### config.mk
export PLATFORM = sky130hd
export DESIGN_NAME = adc_frame_result_validator
export DESIGN_NICKNAME = d
export VERILOG_FILES = /design/src/rtl/core/afrv_pkg.sv /design/src/rtl/core/adc_frame_result_validator.sv /design/src/rtl/core/afrv_lane.sv /design/src/rtl/core/afrv_merge.sv
export SDC_FILE = /design/constraint.sdc
export NUM_CORES = 1
export LEC_CHECK = 0
export BUFFER_PORTS_ARGS = -buffer_cell sky130_fd_sc_hd__buf_4
export CORE_ASPECT_RATIO = 0.7
export CORE_UTILIZATION = 40
export DETAILED_ROUTE_END_ITERATION = 16
export PLACE_DENSITY = 0.63
export SLEW_MARGIN = 10
export SYNTH_ARGS = -nofsm -noshare
export SYNTH_HDL_FRONTEND = slang
export SYNTH_HIERARCHICAL = 1
export SYNTH_SLANG_ARGS = --single-unit
### constraint.sdc
create_clock -name clock -period 19.5 [get_ports clock]
set_clock_uncertainty 0.15 [all_clocks]
set_input_delay 1.95 -clock clock [delete_from_list [all_inputs] [get_ports clock]]
set_output_delay 1.95 -clock clock [all_outputs]
set_load 0.03 [all_outputs]
### src/rtl/core/afrv_pkg.sv
`default_nettype none

package afrv_pkg;

   localparam int NUM_WORDS     = 4;
   localparam int WORD_W        = 32;
   localparam int SAMPLE_W      = 16;
   localparam int TRIG_W        = 4;
   localparam int CHAN_W        = 5;
   localparam int COUNT_W       = 3;
   localparam int FRAME_COUNT_W = 4;
   localparam int CSR_INDEX_W   = 3;
   localparam int CSR_DATA_W    = 5;

   // result word layout
   localparam int CYCLE_BIT = 31;
   localparam int TRIG_LSB  = 25;
   localparam int CHAN_LSB  = 20;

   localparam logic [FRAME_COUNT_W-1:0] STARTUP_DISCARD = 4'd8;
   localparam logic [FRAME_COUNT_W-1:0] FRAME_COUNT_MAX = 4'd15;

   // register indexes
   localparam logic [CSR_INDEX_W-1:0] CSR_ENABLE          = 3'd0;
   localparam logic [CSR_INDEX_W-1:0] CSR_TRIGGER_CHANNEL = 3'd1;
   localparam logic [CSR_INDEX_W-1:0] CSR_SLOT_COUNT      = 3'd2;
   localparam logic [CSR_INDEX_W-1:0] CSR_EXP_CHANNEL_0   = 3'd3;
   localparam logic [CSR_INDEX_W-1:0] CSR_EXP_CHANNEL_1   = 3'd4;
   localparam logic [CSR_INDEX_W-1:0] CSR_EXP_CHANNEL_2   = 3'd5;
   localparam logic [CSR_INDEX_W-1:0] CSR_EXP_CHANNEL_3   = 3'd6;

   typedef struct packed {
      logic                passed;
      logic                bad_cycle;
      logic                bad_trigger;
      logic                bad_channel;
      logic [SAMPLE_W-1:0] sample;
   } lane_result_type;

   typedef struct packed {
      logic                               dropped;
      logic                               frame_ok;
      logic [NUM_WORDS-1:0][SAMPLE_W-1:0] sample;
      logic [COUNT_W-1:0]                 passed_count;
      logic [COUNT_W-1:0]                 bad_cycle_count;
      logic [COUNT_W-1:0]                 bad_trigger_count;
      logic [COUNT_W-1:0]                 bad_channel_count;
   } frame_result_type;

endpackage

`default_nettype wire

### src/rtl/core/adc_frame_result_validator.sv
`default_nettype none

// Checks one trigger-complete frame of four converter result words per request.
// Each of min(SLOTS, 4) lanes tests its word for the cycle bit, the trigger field
// and the expected channel; a merge stage counts the outcomes and releases the
// 16-bit samples only when every checked slot passed. The first frames after
// reset, while the saturating frame counter stays below the startup window, come
// out with only dropped set. With enable clear a request is consumed without a
// response and the frame counter holds. Requests are taken every cycle while the
// skid register is empty; responses leave the output register, and the skid
// register keeps req_ready high for one more request while rsp_ready is low.
// Write registers via csr_we/csr_index/csr_wdata only while idle; not enforced.
module adc_frame_result_validator #(
   parameter int SLOTS = 4
) (
   input  logic                              clock,
   input  logic                              reset,

   input  logic                              req_valid,
   output logic                              req_ready,
   input  logic [afrv_pkg::WORD_W-1:0]       req_word_0,
   input  logic [afrv_pkg::WORD_W-1:0]       req_word_1,
   input  logic [afrv_pkg::WORD_W-1:0]       req_word_2,
   input  logic [afrv_pkg::WORD_W-1:0]       req_word_3,

   output logic                              rsp_valid,
   input  logic                              rsp_ready,
   output logic                              rsp_dropped,
   output logic                              rsp_frame_ok,
   output logic [afrv_pkg::SAMPLE_W-1:0]     rsp_sample_0,
   output logic [afrv_pkg::SAMPLE_W-1:0]     rsp_sample_1,
   output logic [afrv_pkg::SAMPLE_W-1:0]     rsp_sample_2,
   output logic [afrv_pkg::SAMPLE_W-1:0]     rsp_sample_3,
   output logic [afrv_pkg::COUNT_W-1:0]      rsp_passed_count,
   output logic [afrv_pkg::COUNT_W-1:0]      rsp_bad_cycle_count,
   output logic [afrv_pkg::COUNT_W-1:0]      rsp_bad_trigger_count,
   output logic [afrv_pkg::COUNT_W-1:0]      rsp_bad_channel_count,

   input  logic                              csr_we,
   input  logic [afrv_pkg::CSR_INDEX_W-1:0]  csr_index,
   input  logic [afrv_pkg::CSR_DATA_W-1:0]   csr_wdata
);
   import afrv_pkg::*;

   localparam int LANES = (SLOTS < NUM_WORDS) ? SLOTS : NUM_WORDS;

   // configuration
   logic                              enable_ff;
   logic [TRIG_W-1:0]                 trigger_channel_ff;
   logic [COUNT_W-1:0]                slot_count_ff;
   logic [NUM_WORDS-1:0][CHAN_W-1:0]  exp_channel_ff;

   always_ff @(posedge clock) begin
      if (reset) begin
         enable_ff          <= 1'b0;
         trigger_channel_ff <= '0;
         slot_count_ff      <= COUNT_W'(1);
         exp_channel_ff     <= '0;
      end else if (csr_we) begin
         unique case (csr_index)
            CSR_ENABLE:          enable_ff          <= csr_wdata[0];
            CSR_TRIGGER_CHANNEL: trigger_channel_ff <= csr_wdata[TRIG_W-1:0];
            CSR_SLOT_COUNT:      slot_count_ff      <= csr_wdata[COUNT_W-1:0];
            CSR_EXP_CHANNEL_0:   exp_channel_ff[0]  <= csr_wdata[CHAN_W-1:0];
            CSR_EXP_CHANNEL_1:   exp_channel_ff[1]  <= csr_wdata[CHAN_W-1:0];
            CSR_EXP_CHANNEL_2:   exp_channel_ff[2]  <= csr_wdata[CHAN_W-1:0];
            CSR_EXP_CHANNEL_3:   exp_channel_ff[3]  <= csr_wdata[CHAN_W-1:0];
            default: ;
         endcase
      end
   end

   // request handshake and startup counter
   logic                     req_fire;
   logic                     frame_new;
   logic [FRAME_COUNT_W-1:0] frame_counter_ff;
   logic [FRAME_COUNT_W-1:0] frame_counter_in;
   logic                     dropped;

   assign req_fire  = req_valid && req_ready;
   assign frame_new = req_fire && enable_ff;

   assign frame_counter_in = (frame_counter_ff == FRAME_COUNT_MAX) ? frame_counter_ff
                             : frame_counter_ff + FRAME_COUNT_W'(1);
   assign dropped = frame_counter_in < STARTUP_DISCARD;

   always_ff @(posedge clock) begin
      if (reset) begin
         frame_counter_ff <= '0;
      end else if (frame_new) begin
         frame_counter_ff <= frame_counter_in;
      end
   end

   // lanes
   logic [NUM_WORDS-1:0][WORD_W-1:0] words;
   lane_result_type [LANES-1:0]      lane_res;
   frame_result_type                 frame_res;

   assign words = {req_word_3, req_word_2, req_word_1, req_word_0};

   for (genvar g = 0; g < LANES; g++) begin : g_lane
      afrv_lane u_lane (
         .check_en         (slot_count_ff > COUNT_W'(g)),
         .word             (words[g]),
         .trigger_channel  (trigger_channel_ff),
         .expected_channel (exp_channel_ff[g]),
         .result           (lane_res[g])
      );
   end

   afrv_merge #(
      .LANES (LANES)
   ) u_merge (
      .lane_res   (lane_res),
      .dropped    (dropped),
      .slot_count (slot_count_ff),
      .result     (frame_res)
   );

   // output register plus skid register
   logic             rsp_valid_ff;
   logic             rsp_valid_in;
   frame_result_type rsp_data_ff;
   frame_result_type rsp_data_in;
   logic             skid_valid_ff;
   logic             skid_valid_in;
   frame_result_type skid_data_ff;
   frame_result_type skid_data_in;
   logic             rsp_fire;

   assign rsp_fire  = rsp_valid_ff && rsp_ready;
   assign req_ready = !skid_valid_ff;

   always_comb begin
      rsp_valid_in  = rsp_valid_ff;
      rsp_data_in   = rsp_data_ff;
      skid_valid_in = skid_valid_ff;
      skid_data_in  = skid_data_ff;
      if (skid_valid_ff) begin
         // no request is taken while the skid register is full
         if (rsp_fire) begin
            rsp_data_in   = skid_data_ff;
            skid_valid_in = 1'b0;
         end
      end else if (frame_new) begin
         if (!rsp_valid_ff || rsp_fire) begin
            rsp_valid_in = 1'b1;
            rsp_data_in  = frame_res;
         end else begin
            skid_valid_in = 1'b1;
            skid_data_in  = frame_res;
         end
      end else if (rsp_fire) begin
         rsp_valid_in = 1'b0;
      end
   end

   always_ff @(posedge clock) begin
      if (reset) begin
         rsp_valid_ff  <= 1'b0;
         skid_valid_ff <= 1'b0;
      end else begin
         rsp_valid_ff  <= rsp_valid_in;
         skid_valid_ff <= skid_valid_in;
      end
   end

   always_ff @(posedge clock) begin
      rsp_data_ff  <= rsp_data_in;
      skid_data_ff <= skid_data_in;
   end

   assign rsp_valid             = rsp_valid_ff;
   assign rsp_dropped           = rsp_data_ff.dropped;
   assign rsp_frame_ok          = rsp_data_ff.frame_ok;
   assign rsp_sample_0          = rsp_data_ff.sample[0];
   assign rsp_sample_1          = rsp_data_ff.sample[1];
   assign rsp_sample_2          = rsp_data_ff.sample[2];
   assign rsp_sample_3          = rsp_data_ff.sample[3];
   assign rsp_passed_count      = rsp_data_ff.passed_count;
   assign rsp_bad_cycle_count   = rsp_data_ff.bad_cycle_count;
   assign rsp_bad_trigger_count = rsp_data_ff.bad_trigger_count;
   assign rsp_bad_channel_count = rsp_data_ff.bad_channel_count;

   // skid register is only occupied behind a waiting response
   assert property (@(posedge clock) disable iff (reset)
      skid_valid_ff |-> rsp_valid_ff)
      else $error("skid register full while output register empty");

   // a request taken while disabled must not create a response
   assert property (@(posedge clock) disable iff (reset)
      (req_fire && !enable_ff && !rsp_valid_ff) |=> !rsp_valid_ff)
      else $error("response created for a request taken while disabled");

   // startup counter only moves forward
   assert property (@(posedge clock) disable iff (reset)
      !$past(reset) |-> (frame_counter_ff >= $past(frame_counter_ff)))
      else $error("frame counter went backward");

   // an accepted frame carries no failure counts
   assert property (@(posedge clock) disable iff (reset)
      (rsp_valid_ff && rsp_data_ff.frame_ok) |->
         (!rsp_data_ff.dropped && rsp_data_ff.bad_cycle_count == '0 &&
          rsp_data_ff.bad_trigger_count == '0 && rsp_data_ff.bad_channel_count == '0))
      else $error("accepted frame reports failures");

   // a dropped frame carries nothing else
   assert property (@(posedge clock) disable iff (reset)
      (rsp_valid_ff && rsp_data_ff.dropped) |->
         (!rsp_data_ff.frame_ok && rsp_data_ff.passed_count == '0 &&
          rsp_data_ff.bad_cycle_count == '0))
      else $error("dropped frame carries check results");

endmodule

`default_nettype wire

### src/rtl/core/afrv_lane.sv
`default_nettype none

module afrv_lane (
   input  logic                          check_en,
   input  logic [afrv_pkg::WORD_W-1:0]   word,
   input  logic [afrv_pkg::TRIG_W-1:0]   trigger_channel,
   input  logic [afrv_pkg::CHAN_W-1:0]   expected_channel,
   output afrv_pkg::lane_result_type     result
);
   import afrv_pkg::*;

   always_comb begin
      result = '0;
      if (check_en) begin
         result.sample = word[SAMPLE_W-1:0];
         // first failing check decides the category
         priority if (!word[CYCLE_BIT]) begin
            result.bad_cycle = 1'b1;
         end else if (word[TRIG_LSB +: TRIG_W] != trigger_channel) begin
            result.bad_trigger = 1'b1;
         end else if (word[CHAN_LSB +: CHAN_W] != expected_channel) begin
            result.bad_channel = 1'b1;
         end else begin
            result.passed = 1'b1;
         end
      end
   end

endmodule

`default_nettype wire

### src/rtl/core/afrv_merge.sv
`default_nettype none

module afrv_merge #(
   parameter int LANES = 4
) (
   input  afrv_pkg::lane_result_type [LANES-1:0] lane_res,
   input  logic                                  dropped,
   input  logic [afrv_pkg::COUNT_W-1:0]          slot_count,
   output afrv_pkg::frame_result_type            result
);
   import afrv_pkg::*;

   logic [COUNT_W-1:0] passed_sum;
   logic [COUNT_W-1:0] cycle_sum;
   logic [COUNT_W-1:0] trigger_sum;
   logic [COUNT_W-1:0] channel_sum;
   logic               frame_ok;

   always_comb begin
      passed_sum  = '0;
      cycle_sum   = '0;
      trigger_sum = '0;
      channel_sum = '0;
      for (int i = 0; i < LANES; i++) begin
         passed_sum  = passed_sum  + COUNT_W'(lane_res[i].passed);
         cycle_sum   = cycle_sum   + COUNT_W'(lane_res[i].bad_cycle);
         trigger_sum = trigger_sum + COUNT_W'(lane_res[i].bad_trigger);
         channel_sum = channel_sum + COUNT_W'(lane_res[i].bad_channel);
      end
   end

   // a slot count above the lanes can never be matched by passed_sum
   assign frame_ok = (slot_count != '0) && (passed_sum == slot_count);

   always_comb begin
      result = '0;
      if (dropped) begin
         result.dropped = 1'b1;
      end else begin
         result.frame_ok          = frame_ok;
         result.passed_count      = passed_sum;
         result.bad_cycle_count   = cycle_sum;
         result.bad_trigger_count = trigger_sum;
         result.bad_channel_count = channel_sum;
         if (frame_ok) begin
            for (int i = 0; i < LANES; i++) begin
               result.sample[i] = lane_res[i].sample;
            end
         end
      end
   end

endmodule

`default_nettype wire
**Word-level counts from Yosys, hierarchy flattened**

Cells that the tools add are included.

- Add/subtract/negate cells: 13
- Magnitude comparators: 5
- Equality and inequality tests: 18
- Multiplexer cells: 51
- Bitwise gates (word level): 2
- Reduce and logical (&&, ||, !) cells: 22

Operators by type and width:

| kind | count |
|---|---|
| $mux 78 | 4 |
| $mux 20 | 4 |
| $mux 77 | 1 |
| $mux 64 | 1 |
| $mux 1 | 36 |
| $add 3x1->3 | 8 |
| $ne 5x5->1 | 4 |
| $ne 4x4->1 | 4 |
| $reduce_and 2->1 | 7 |
| $eq 3x3->1 const B | 3 |
| $reduce_and 3->1 | 3 |
| $add 1x1->2 | 4 |
| $mux 2 | 4 |
| $eq 3x2->1 const B | 2 |
| $gt 3x1->1 const B | 2 |
| $gt 3x2->1 const B | 2 |
| $reduce_bool 2->1 | 3 |
| $add 4x1->4 const B | 1 |
| $eq 4x4->1 const B | 1 |
| $logic_and 1x1->1 | 4 |
| $lt 4x4->1 const B | 1 |
| $mux 4 | 1 |
| $ne 2x1->1 const B | 2 |
| $eq 3x1->1 const B | 1 |
| 6 further kinds | 8 |

- Register bits after elaboration: 190
- Input bits: 141
- Logic and storage cells: 141

**Longest topological paths before layout**

Gate-level depths: netlist (run 1).

- Depth in word-level cells: 15
- Gate-level depth with buffers: 14
- Gate-level depth less buffers: 12

**Modules after synthesis**

The synthesis (run 1) kept the hierarchy.

Modules (own cells, without submodules):

| module | instances | cells an instance | area an instance (um^2) | seq. area each (um^2) |
|---|---|---|---|---|
| adc_frame_result_validator | 1 | 381 | 7,050.5 | 5,365.1 |
| afrv_merge | 1 | 117 | 1,261.2 | 0.0 |
| afrv_lane | 4 | 34 | 240.2 | 0.0 |

**Worst setup path before layout (run 1)**

No wires, ideal clock.

- Kind: in2reg
- From: input port req_valid
- To: register skid_data_ff[0] (netlist name), enable pin
- Arrival: 7.785 ns
- Required time: 18.722 ns
- Setup slack: 10.938 ns
- Stages on the path: 2
- Path buffers: 0
- Cell sequence: nand3b_4 > nor3b_1

- Cells in the longest elaborated chain, start to end: 3

Ends and longest elaborated chain:

| item | line | RTL |
|---|---|---|
| start, declared | adc_frame_result_validator.sv:19 | `input logic req_valid,` |
| $logic_and 1x1->1 | adc_frame_result_validator.sv:80 | `assign req_fire = req_valid && req_ready;` |
| $logic_and 1x1->1 | adc_frame_result_validator.sv:81 | `assign frame_new = req_fire && enable_ff;` |
| $reduce_and 3->1 (no source line) | n/a |  |
| end signal, assigned | adc_frame_result_validator.sv:171 | `skid_data_ff <= skid_data_in;` |
| end, declared | adc_frame_result_validator.sv:128 | `frame_result_type skid_data_ff;` |

Every way passes these cells.
A chain may end at the register's enable or synchronous reset.

==> results.tsv, run 1 <==
metric	value	unit
synth.avg_cell_area	14.6	um^2
hp-class	register to register	
numPortBuffers	196	
slowest_stage	o211ai_4	
worstSetupEndpointType	register	
rows	46	
synth_top_cell_area_share	0.505	
status	complete, no violations	
clkPwrFrac	0.418	
place.gp.congestion	0.788	
cts_tree	yes	
area_growth	24.1	%
cts_resized	0	
ys_seq_elements	190	
critPathRequiredTime	19.53	ns
grt_max_degree	82	
fin_setup_tns	0	ns
p_switching	0.000184	W
routed_via_density	4.88	
slew_headroom	0.211	
clk_latency	0.43	ns
n_fill_cell	2006	
track_usage	0.174	
cp_slowest_stage_delay	0.90	ns
drt-total-wl	20.3	mm
synth_edf_count	156	
hold_violations	0	
synthTopCellsByCount	edfxtp_1, mux2_2, and2_1	
cts_hold_buf	0	
clk_path_buf_depth	2	
cts_made_buffers	17	
syn_inst	634	
nets	974	
synth_area_leaders	edfxtp_1, mux2_2, dfxtp_1, a21boi_2, and2_1	
die-area	23800	um^2
antenna_cells	0	
synthArstFlopShare	0	
design.core.area	22700	um^2
power_frac_seq	0.529	
p_leak	4.26	nW
synthesis.nets	788	
avgRoutedWirePerCell	17.8	um
period_share	0.321	
start_kind	primary input	
die_h	129	um
drt_iter0_markers	284	
die_x	184	um
power_frac_comb	0.053	
synth_area	9270	um^2
whs	0.368	ns
grt_pass1_vias	5863	
ant_nets	0	
worstPathCellList	buf_4 -> xnor2_1 -> nand4_1 -> and4bb_1 -> inv_1 -> fa_1 -> inv_1 -> ha_1 -> ha_1 -> and2_4 -> o211ai_4 -> buf_4 -> a21boi_0 -> mux2_2	
ys_warn_count	6	
worst_pin_slew	1.18	ns
arrival	6.29	ns
drive_above_1_share	0.478	
switching_share	0.222	
multi_input_comb_area	3590	um^2
dpl.hpwl	13.4	mm
powerDensity	71.8	nW/um^2
synth.most_common_cell	edfxtp_1	
grt_pass1_wl	31.6	mm
slew_violations	0	
yosys_most_used_dff	edfxtp_1	
htreeDepth	4	
post_cts_buffers	0	
ios	221	
antenna_found_initial	0	
seq_area	5370	um^2
cts_root_buf	clkbuf_16	
start_util	0.409	
clkSlewWorstSetupHoldPaths	0.07	ns
overflow	0	
firstDrtPassIters	4	
drv_cap	0	
ys_seq_area_frac	0.579	
drc_errors	0	
internal_power	0.000642	W
criticalPathCategory	primary input to register	
cp_max_fo	42	
clkSinkCount	190	
setup_viol	0	
yosys.area.top_type	edfxtp_1	
fmax	160	MHz
min_period	6.26	ns
grt_setup_unrepaired	no	
ir_drop	0.0549	mV
vias	5585	
synthDistinctLibCells	49	
## cells by family after synthesis
kind of cell    Yosys count  synth area share
xor+xnor                 37            0.0358
flops                   190             0.579
simple gates            158             0.108
mux                     109             0.128
buf+inv                  48            0.0378
fa+ha+maj                13            0.0208
compound gates           79            0.0905
## layout by cell type, fill, tap and decap left out, drive strengths merged, types with 2 or more instances in the layout
cell      Yosys  final
o21bai        2      2
nor2         33     33
clkbuf        7     18
dfxtp        34     34
xor2         20     20
nand3         2      2
mux2i        30     30
nand4b        3      3
nand4         4      4
a211oi        4      4
nor3b         3      3
clkinv        0      3
and2         65     65
buf          32    206
mux2         79     79
ha            9      9
nor2b        21     21
nor3          5      5
nand2        10     10
fa            4      4
a21boi       64     64
nor4b         2      2
xnor2        17     17
inv           9     16
clkinvlp      0      3
edfxtp      156    156
and4bb        6      6
## worst paths after layout
kind | startpoint | to | slack [ns] | depth (start not counted)
worst min register to register | exp_channel_ff[4] | exp_channel_ff[4] | 0.37 | 2
worst max-delay path | req_word_1[26] | rsp_sample_0[2] | 13.24 | 14
worst min-delay path | exp_channel_ff[4] | exp_channel_ff[4] | 0.37 | 2
worst max register to register | slot_count_ff[2] | rsp_sample_0[2] | 13.63 | 13
## metal layers
layer  vias up  GRT usage  part of all wire
li1       2677          -                 -
met4         0     0.0446            0.0074
met5         -          0                 0
met3        14     0.0424             0.065
met1      2717      0.235              0.47
met2       177      0.282              0.46
## through the flow
stage          utilization  area (um^2)  setup slack [ns]  power, W  cells
2_1_floorplan            -         9270             10.94  0.000465    634
3_3_place_gp         0.482        10900             12.94  0.000490   1113
3_5_place_dp         0.482        10900             12.80  0.000490   1113
4_1_cts              0.507        11500             13.26  0.000836   1145
5_1_grt              0.507        11500             13.00  0.000853   1145
6_report             0.507        11500             13.24  0.000826   1145
## state kept, by name, indices dropped and copies added, names as in the netlist, named ones only
signal,cells
skid_data_ff,78
exp_channel_ff,20
rsp_sample_0,16
rsp_sample_1,16
rsp_sample_2,16
rsp_sample_3,16
trigger_channel_ff,4
frame_counter_ff,3
rsp_bad_channel_count,3
rsp_bad_cycle_count,3
rsp_bad_trigger_count,3
rsp_passed_count,3
slot_count_ff,3
enable_ff,1
rsp_dropped,1
rsp_frame_ok,1
rsp_valid,1
skid_valid_ff,1
## cell type report
class                           instances  area share
Clock buffer                           18      0.0373
Clock inverter                         14      0.0128
Inverter                                9     0.00294
Multi-Input combinational cell        396       0.312
Sequential cell                       190       0.467
Tap cell                              312      0.0339
Timing Repair Buffer                  206       0.134
## worst max-delay path: cells and delay by family
family / cells / cell delay, ns
AOI/OAI and AO/OA: 2 / 1.16
buffers and inverters: 4 / 0.94
adders and majority gates: 3 / 0.92
and+or+nand+nor: 3 / 0.74
muxes: 1 / 0.32
xor gates and xnor gates: 1 / 0.19
## power by group through the flow
stage / logic (W) / registers (W) / clock network, W
after floorplan: 0.0000175 / 0.000448 / 0
after global placement: 0.0000438 / 0.000446 / 0
after detailed placement: 0.0000445 / 0.000446 / 0
after CTS: 0.0000448 / 0.000437 / 0.000354
after global routing: 0.0000480 / 0.000437 / 0.000369
final: 0.0000441 / 0.000437 / 0.000345
No activity file was read; power rests on OpenSTA's default activity.
==> inputs of run 2 (changes only) <==
==> constraint.sdc (replaced) <==
create_clock -name clock -period 6.15 [get_ports clock]
set_clock_uncertainty 0.15 [all_clocks]
set_input_delay 0.615 -clock clock [delete_from_list [all_inputs] [get_ports clock]]
set_output_delay 0.615 -clock clock [all_outputs]
set_load 0.03 [all_outputs]
==> run 2 against run 1 <==
Via count up 1.7%. Sequential power rose to 3.2 times the previous value. Non-clock buffer count up 4. Flip-flop and latch count unchanged. Worst hold slack worse by 0.10 ns. Setup slack worse by 12 ns.
==> results.tsv, run 2 (synthesis results as in run 1) <==
metric	value	unit	change
setup_viol	0		unchanged
met3WireLength	1.29	mm	was 1.33 mm
post_cts_buffers	0		unchanged
worstSetupEndpointType	register		unchanged
track_usage	0.176		was 0.174
grt_pass1_vias	5900		was 5863
hp-start	rsp_ready		was exp_channel_ff[4]
drt-total-wl	20.5	mm	was 20.3 mm
dpl.hpwl	13.9	mm	was 13.4 mm
placed_area	11000	um^2	was 10900 um^2
ir_drop	0.181	mV	was 0.0549 mV
endpoint	rsp_sample_1[11]		was rsp_sample_0[2]
cts_resized	0		unchanged
status	complete, no violations		unchanged
arrival	4.70	ns	was 6.29 ns
ant_nets	0		unchanged
top_layer_used	met4		unchanged
grt_setup_unrepaired	no		unchanged
slew_violations	0		unchanged
start_kind	register		was primary input
criticalPathCategory	register to register		was primary input to register
p_leak	4.31	nW	was 4.26 nW
p_switching	0.000596	W	was 0.000184 W
critPathRequiredTime	6.18	ns	was 19.53 ns
switching_share	0.230		was 0.222
clkSinkCount	190		unchanged
startpoint	slot_count_ff[0]		was req_word_1[26]
multi_input_comb_area	3590	um^2	about the same
power_frac_comb	0.055		was 0.053
drc_errors	0		unchanged
worst_pin_slew	1.13	ns	was 1.18 ns
cts_hold_buf	0		unchanged
htreeDepth	4		unchanged
grt_pass1_wl	32.0	mm	was 31.6 mm
min_period	4.67	ns	
design.core.area	22700	um^2	unchanged
powerDensity	225	nW/um^2	was 71.8 nW/um^2
hold_violations	0		unchanged
ios	221		unchanged
fmax	214	MHz	
area_growth	24.7	%	was 24.1%
regToRegSetupSlack	1.48	ns	was 13.63 ns
largest_register_ff_count	78		unchanged
rr_endpoint	rsp_sample_1[11]		was rsp_sample_0[2]
cts_root_buf	clkbuf_16		unchanged
avgRoutedWirePerCell	17.9	um	was 17.8 um
regMostFlops	skid_data_ff		unchanged
met2WireLength	9.45	mm	was 9.29 mm
die_x	184	um	unchanged
reg2reg_depth	13		unchanged
clk_latency	0.43	ns	about the same
cp_max_fo	22		was 42
final_common_cell	buf_4		unchanged
nets	978		was 974
antenna_found_initial	0		unchanged
firstDrtPassIters	4		unchanged
numPortBuffers	196		unchanged
r2r_start	slot_count_ff[0]		was slot_count_ff[2]
rows	46		unchanged
place.gp.congestion	0.778		was 0.788
die-area	23800	um^2	unchanged
fin_setup_tns	0	ns	unchanged
clkSlewWorstSetupHoldPaths	0.07	ns	about the same
largestRegisters	skid_data_ff (78), exp_channel_ff (20)		unchanged
die_h	129	um	unchanged
holdPathStages	2		unchanged
routed_via_density	4.94		was 4.88
slew_headroom	0.244		was 0.211
overflow	0		unchanged
hp-class	primary input to register		was register to register
drt_iter0_markers	281		was 284
wl_met1	9.59	mm	was 9.57 mm
dp_cells	1117		was 1113
clk_path_buf_depth	2		unchanged
layout_common_cells	buf_4, edfxtp_1, mux2_2		unchanged
seq_area	5370	um^2	unchanged
drv_cap	0		unchanged
cts_tree	yes		unchanged
vias	5680		was 5585
grt_max_degree	79		was 82
clkPwrFrac	0.413		was 0.418
setup_slack	1.48	ns	was 13.24 ns
cts_made_buffers	17		unchanged
drive_above_1_share	0.480		was 0.478
pre_cts_slack	1.44	ns	was 12.80 ns
final_cells	1149		was 1145
internal_power	0.00200	W	was 0.000642 W
antenna_cells	0		unchanged
period_share	0.759		
fin_area	11600	um^2	was 11500 um^2
n_fill_cell	1973		was 2006
start_util	0.409		unchanged
power_frac_seq	0.533		was 0.529
[run 2: worst min path at each step]
stage                                      to
after floorplan           frame_counter_ff[1]
after global placement    frame_counter_ff[1]
after detailed placement    exp_channel_ff[7]
after CTS                       skid_valid_ff
after global routing            skid_valid_ff
final                           skid_valid_ff
[run 2: metal layers]
metal | track usage | vias to the layer above
met2 | 0.279 | 165
met4 | 0.0466 | 0
li1 | - | 2683
met1 | 0.241 | 2818
met5 | 0 | -
met3 | 0.0430 | 14
[run 2: cell type report]
type / count / share of cell area
flip-flops and latches: 190 / 0.464
multi-input cells: 396 / 0.311
repair buffers: 210 / 0.139
inverters: 9 / 0.00292
clock buffers: 17 / 0.0368
well taps: 312 / 0.0338
clock inverters: 15 / 0.0127
[run 2: power by group through the flow]
stage	clock (W)	sequential, W	combinational (W)
floorplan	0	0.00142	0.0000555
global placement	0	0.00141	0.000140
detailed placement	0	0.00141	0.000143
CTS	0.00111	0.00138	0.000144
global route	0.00115	0.00138	0.000154
finish	0.00107	0.00138	0.000142
[run 2: stage by stage]
step	utilization	hold WS, ns	total power (W)
floorplan	-	0.302	0.00148
global placement	0.485	0.309	0.00155
detailed placement	0.485	0.360	0.00156
CTS	0.510	0.237	0.00263
global route	0.510	0.267	0.00269
finish	0.510	0.263	0.00260
[run 2: worst max-delay path: stages (launching register included)]
cell and delay (ns):
dfxtp_1 0.45, or3_1 0.57, nand2_1 0.21, and4bb_1 0.32, inv_1 0.06, fa_1 0.54
inv_1 0.04, ha_1 0.17, ha_1 0.25, and2_4 0.20, o211ai_4 0.78, buf_12 0.29
a21boi_2 0.09, mux2_2 0.28
